File: src/slcr_ram.sv
// Generic single-port-write, one-read synchronous RAM with registered read.
// No dependencies.
`default_nettype none
module slcr_ram #(
	parameter int WIDTH = 8,
	parameter int DEPTH = 16
) (
	input  wire logic clk,
	input  wire logic we,
	input  wire logic [$clog2(DEPTH)-1:0] waddr,
	input  wire logic [WIDTH-1:0] wdata,
	input  wire logic [$clog2(DEPTH)-1:0] raddr,
	output logic [WIDTH-1:0] rdata
);
	logic [WIDTH-1:0] mem [DEPTH];
	always_ff @(posedge clk) begin
		if (we) mem[waddr] <= wdata;
		rdata <= mem[raddr];
	end
endmodule
`default_nettype wire

File: config.mk
export PLATFORM = sky130hd
export DESIGN_NAME = slcr_ram
export DESIGN_NICKNAME = d
export VERILOG_FILES = /design/src/slcr_ram.sv
export SDC_FILE = /design/constraint.sdc
export NUM_CORES = 1
export LEC_CHECK = 0
export BUFFER_PORTS_ARGS = -buffer_cell sky130_fd_sc_hd__buf_4
export CELL_PAD_IN_SITES_DETAIL_PLACEMENT = 1
export CELL_PAD_IN_SITES_GLOBAL_PLACEMENT = 2
export CORE_MARGIN = 10
export CORE_UTILIZATION = 52
export DETAILED_ROUTE_END_ITERATION = 8
export HOLD_SLACK_MARGIN = 0.03
export PLACE_DENSITY_LB_ADDON = 0.1
export RECOVER_POWER = 50
export SLEW_MARGIN = 5
export SYNTH_ARGS = -nofsm -noshare
export SYNTH_HDL_FRONTEND = slang
export SYNTH_SLANG_ARGS = --single-unit
File: constraint.sdc
create_clock -name clk -period 3.25 [get_ports clk]
set_input_delay 0.8125 -clock clk [delete_from_list [all_inputs] [get_ports clk]]
set_output_delay 0.8125 -clock clk [all_outputs]
set_load 0.01 [all_outputs]
Word level (Yosys, flattened, before mapping) --
Memory sizes are Yosys's and may differ from the RTL's. A register that Yosys moved wholly into a read port is not among the register bits. Index checks and enable logic that the tools add are counted.
Cells by class: mux-type cells 2
Operators by type and width (count):
- two-way mux 1 bit | 2
Storage, ports and cells: register bits 0, memories 1, memory bits (writable) 128, output and inout bits 8
Memories:
- mem | depth 16, bits a word 8, rd ports 1, clocked after Yosys merged registers in 1, wr ports 1, RTL line 15 | logic [WIDTH-1:0] mem [DEPTH];

Depth between registers and ports, before layout --
depth after elaboration 2, mapped depth 5, depth with buffers taken out 3

Worst setup path after synthesis --
OpenSTA, ideal clock, no wires.
path kind input port to flip-flop, start point input waddr[2], end point memory mem[0][0] (enable), library setup time 383 ps, buffers on the path 0, data required time 2867 ps, path slack 945 ps, stages on the path 2, arrival time 1922 ps, cells stage by stage or3b_2 nor3_1
RTL lines:
- start, declared | RTL line 10 | input wire logic [$clog2(DEPTH)-1:0] waddr,
- end, declared | RTL line 15
No word-level cell before the write port.

Worst setup path in the final report --
start point input we, end point memory mem[3][3] (enable)
On the way: cells in the longest elaborated chain, start to end 2
RTL lines:
- start, declared | RTL line 9 | input wire logic we,
- two-way mux 1 bit | RTL line 17 | if (we) mem[waddr] <= wdata;
- two-way mux 1 bit (not written as such) | RTL line 17
No other way between the ends.

==> metrics.md <==
| Metric | Value |
|---|---|
| Most frequent cells in the layout | `128 x edfxtp_1, 29 x buf_4, 18 x mux4_2` |
| Setup ws final | `1201 ps` |
| Slew Limit Fails | `0` |
| # hold bufs at CTS | `0` |
| Period utilization | `63.06%` |
| CP Data Arrival Time | `2180 ps` |
| Register area share after synthesis | `77.78%` |
| # setup viols final | `0` |
| Diode count | `0` |
| IO Count | `26` |
| Cell type group with the largest total delay on the critical path | `simple AND/OR/NAND/NOR gates` |
| R2R Path Start | `mem[2][5]` |
| Register area | `4004 sq um` |
| Leakage | `2.011 nW` |
| CP endpoint kind | `register` |
| GRT overflow | `0` |
| WP buf/inv | `1` |
| Clk_skew | `5.441 ps` |
| Share of layout cells above drive strength 1 | `25.17%` |
| Capturing point of the worst reg2reg path | `rdata[5]` |
| Met3 Use GR | `4.641%` |
| Pwr/cell area | `649.5 nW/um^2` |
| Worst Hold Path EP | `rdata[1]` |
| Die Span Y | `119.5 um` |
| Crit path largest cell delay | `700 ps` |
| Initial antenna violation count | `0` |
| Post-CTS setup buffer count | `0` |
| Max cap viols | `0` |
| Busiest metal layer after global routing | `met2` |
| Fmax achieved | `488.0 MHz` |
| HPWL Detailed | `6.641 mm` |
| Normalized max-slew margin | `41.02%` |
| Total wire length | `10.68 mm` |
| GR Layer Usage met1 | `21.37%` |
| Worst skew pair latency | `510 ps` |
| Slowest CP cell | `nor2_1` |
| Worst hold path class | `reg -> reg` |
| Synth Area in Compound Gates | `2.333%` |
| Pwr Total | `3.912 mW` |
| Die span in x | `119.5 um` |
| Number of nets with antenna violations after routing | `0` |
| Synth warnings | `0` |
| First-pass GRT wire length | `16.38 mm` |
| Remaining DRCs | `0` |
| Clock transition at the registers of the reported paths | `60 ps` |
| Worst ir drop on vdd | `0.0004427 V` |
| Setup tns final | `0 ps` |
| Fin nets | `295` |
| Final weighted congestion in routability-driven placement | `0.7329` |
| Final Hold Vio Count | `0` |
| Multiplexer share of the synthesized area | `15.02%` |
| Outcome | `finished clean` |
| Crit Path Class | `in -> reg` |
| Hold Path Stages | `3` |
| TritonCTS Sinks | `136` |
| Max Buffers Root-to-Sink | `2` |
| Largest family of logic cells by synthesized area | `multiplexers` |
| IO Port Bufs | `25` |
| Min Tclk post-route | `2049 ps` |
| R2R Setup Slk | `1850 ps` |
| #FFs+latches synth | `136` |
| Footprint of the multi-input gates | `1057 sq um` |
| Worst slew pin tran | `881.4 ps` |
| Worst Path Required | `3380 ps` |
| Crit path cell chain | `clkbuf_1 -> or3b_2 -> nor2_1` |
| Post-CTS Resized | `0` |
| Cell row count | `36` |
| Clk root buf | `clkbuf_8` |
| TritonRoute pass-1 iters | `5` |
| Vias/cell | `5.683` |
| Syn_area_per_cell | `22.48 sq um` |
| Mapped Cells | `229` |
| TritonCTS clock tree | `built` |
| Fin util | `61.90%` |
| Gr usage total | `15.69%` |
| Synth Cell Area | `5147 sq um` |
| Crit path max fanout | `8` |
| Vias | `2404` |
| Full die area | `14280 sq um` |
| RSZ-0062 raised after global routing | `false` |
| Largest net degree at the start of global routing | `33` |
| Initial DRC count | `160` |
| CTS buffer count | `17` |
| R2R depth | `3` |
| DR WL/cell | `25.24 um` |
| Syn_nets | `247` |
| Simple-gate share of the synthesized area | `3.184%` |
| Fill cells | `839` |
| XOR/XNOR Fraction of Synth Area | `0%` |
| Synth cell types | `19` |
| Most common cell after layout, fill and taps aside | `edfxtp_1` |
| H-tree levels | `4` |
| Layout area overhead | `16.99%` |
| GR Util met2 | `23.62%` |
| Crit start category | `primary input` |
| Hold Crit Start | `mem[4][1]` |
| Post-synthesis adder-cell area fraction | `0%` |
| Core box area | `9729 sq um` |
| Initial core utilization | `52.91%` |
| Vias in the first global route | `2656` |
| Pre-CTS setup slack | `716.1 ps` |
-- logic make-up (layout without fill, tap and decap cells) --
kind of cell,after synthesis,after routing
compound gates,16,16
simple gates,35,35
mux,32,32
buf+inv,10,71
flops,136,136
-- synthesized netlist by cell type (all sizes together) --
cell type	instances	area [sq um]
nand3	1	5.000
and2	1	6.260
nand2b	2	12.51
nor3	4	20.02
clkdlybuf4s25	3	30.03
or3b	1	8.760
a22oi	16	120.1
and2b	1	7.510
mux4	32	773.2
nor2b	1	6.260
dfxtp	8	160.2
edfxtp	128	3844
nor2	13	48.80
nand3b	2	15.01
buf	7	56.30
nand2	9	33.78
-- per-stage QoR --
stage | cell area, sq um | hold WS (ps) | instances
floorplan | 5147 | 629.3 | 229
global placement | 5520 | 655.7 | 391
detailed placement | 5520 | 670.8 | 391
CTS | 6060 | 603.8 | 423
global route | 6022 | 733.4 | 423
finish | 6022 | 680.7 | 423
-- per-layer routing --
metal	wire, um	share of wire (%)
met2	5071	47
met1	5004	47
met5	0	0
met3	481	4.5
met4	120	1.1
-- area by class of cell --
class / instances / area share, %
clock buffers: 22 / 7.189
clock inverters: 10 / 1.766
multi-input cells: 83 / 17.56
flip-flops and latches: 136 / 66.49
well taps: 133 / 2.763
repair buffers: 39 / 4.239
-- report_power, final --
part           total [mW]  switching, mW  internal, mW
clock network        1.75          0.666          1.08
registers            1.98         0.0139          1.96
logic               0.188          0.109        0.0797
total                3.91          0.788          3.12
-- flip-flops by register name (all words and copies together) (netlist names) --
signal	flops
rdata	8
mem	128
-- how the worst max path moves through the flow --
stage                     startpoint   endpoint  slack, ps  cells past startpoint
after floorplan             waddr[2]  mem[0][0]        940                      2
after global placement      waddr[2]  mem[3][3]        750                      3
after detailed placement    waddr[2]  mem[3][5]        720                      3
after CTS                   waddr[2]  mem[1][3]       1260                      3
after global routing        raddr[0]   rdata[0]       1140                      4
final                             we  mem[3][3]       1200                      3
-- worst min-delay path, cell delays in order (launching register included) --
cell and delay, ps:
edfxtp_1 310, mux4_1 210, a22oi_1 60, nand2_1 60
Note: power is estimated with default switching activity, not from simulation.
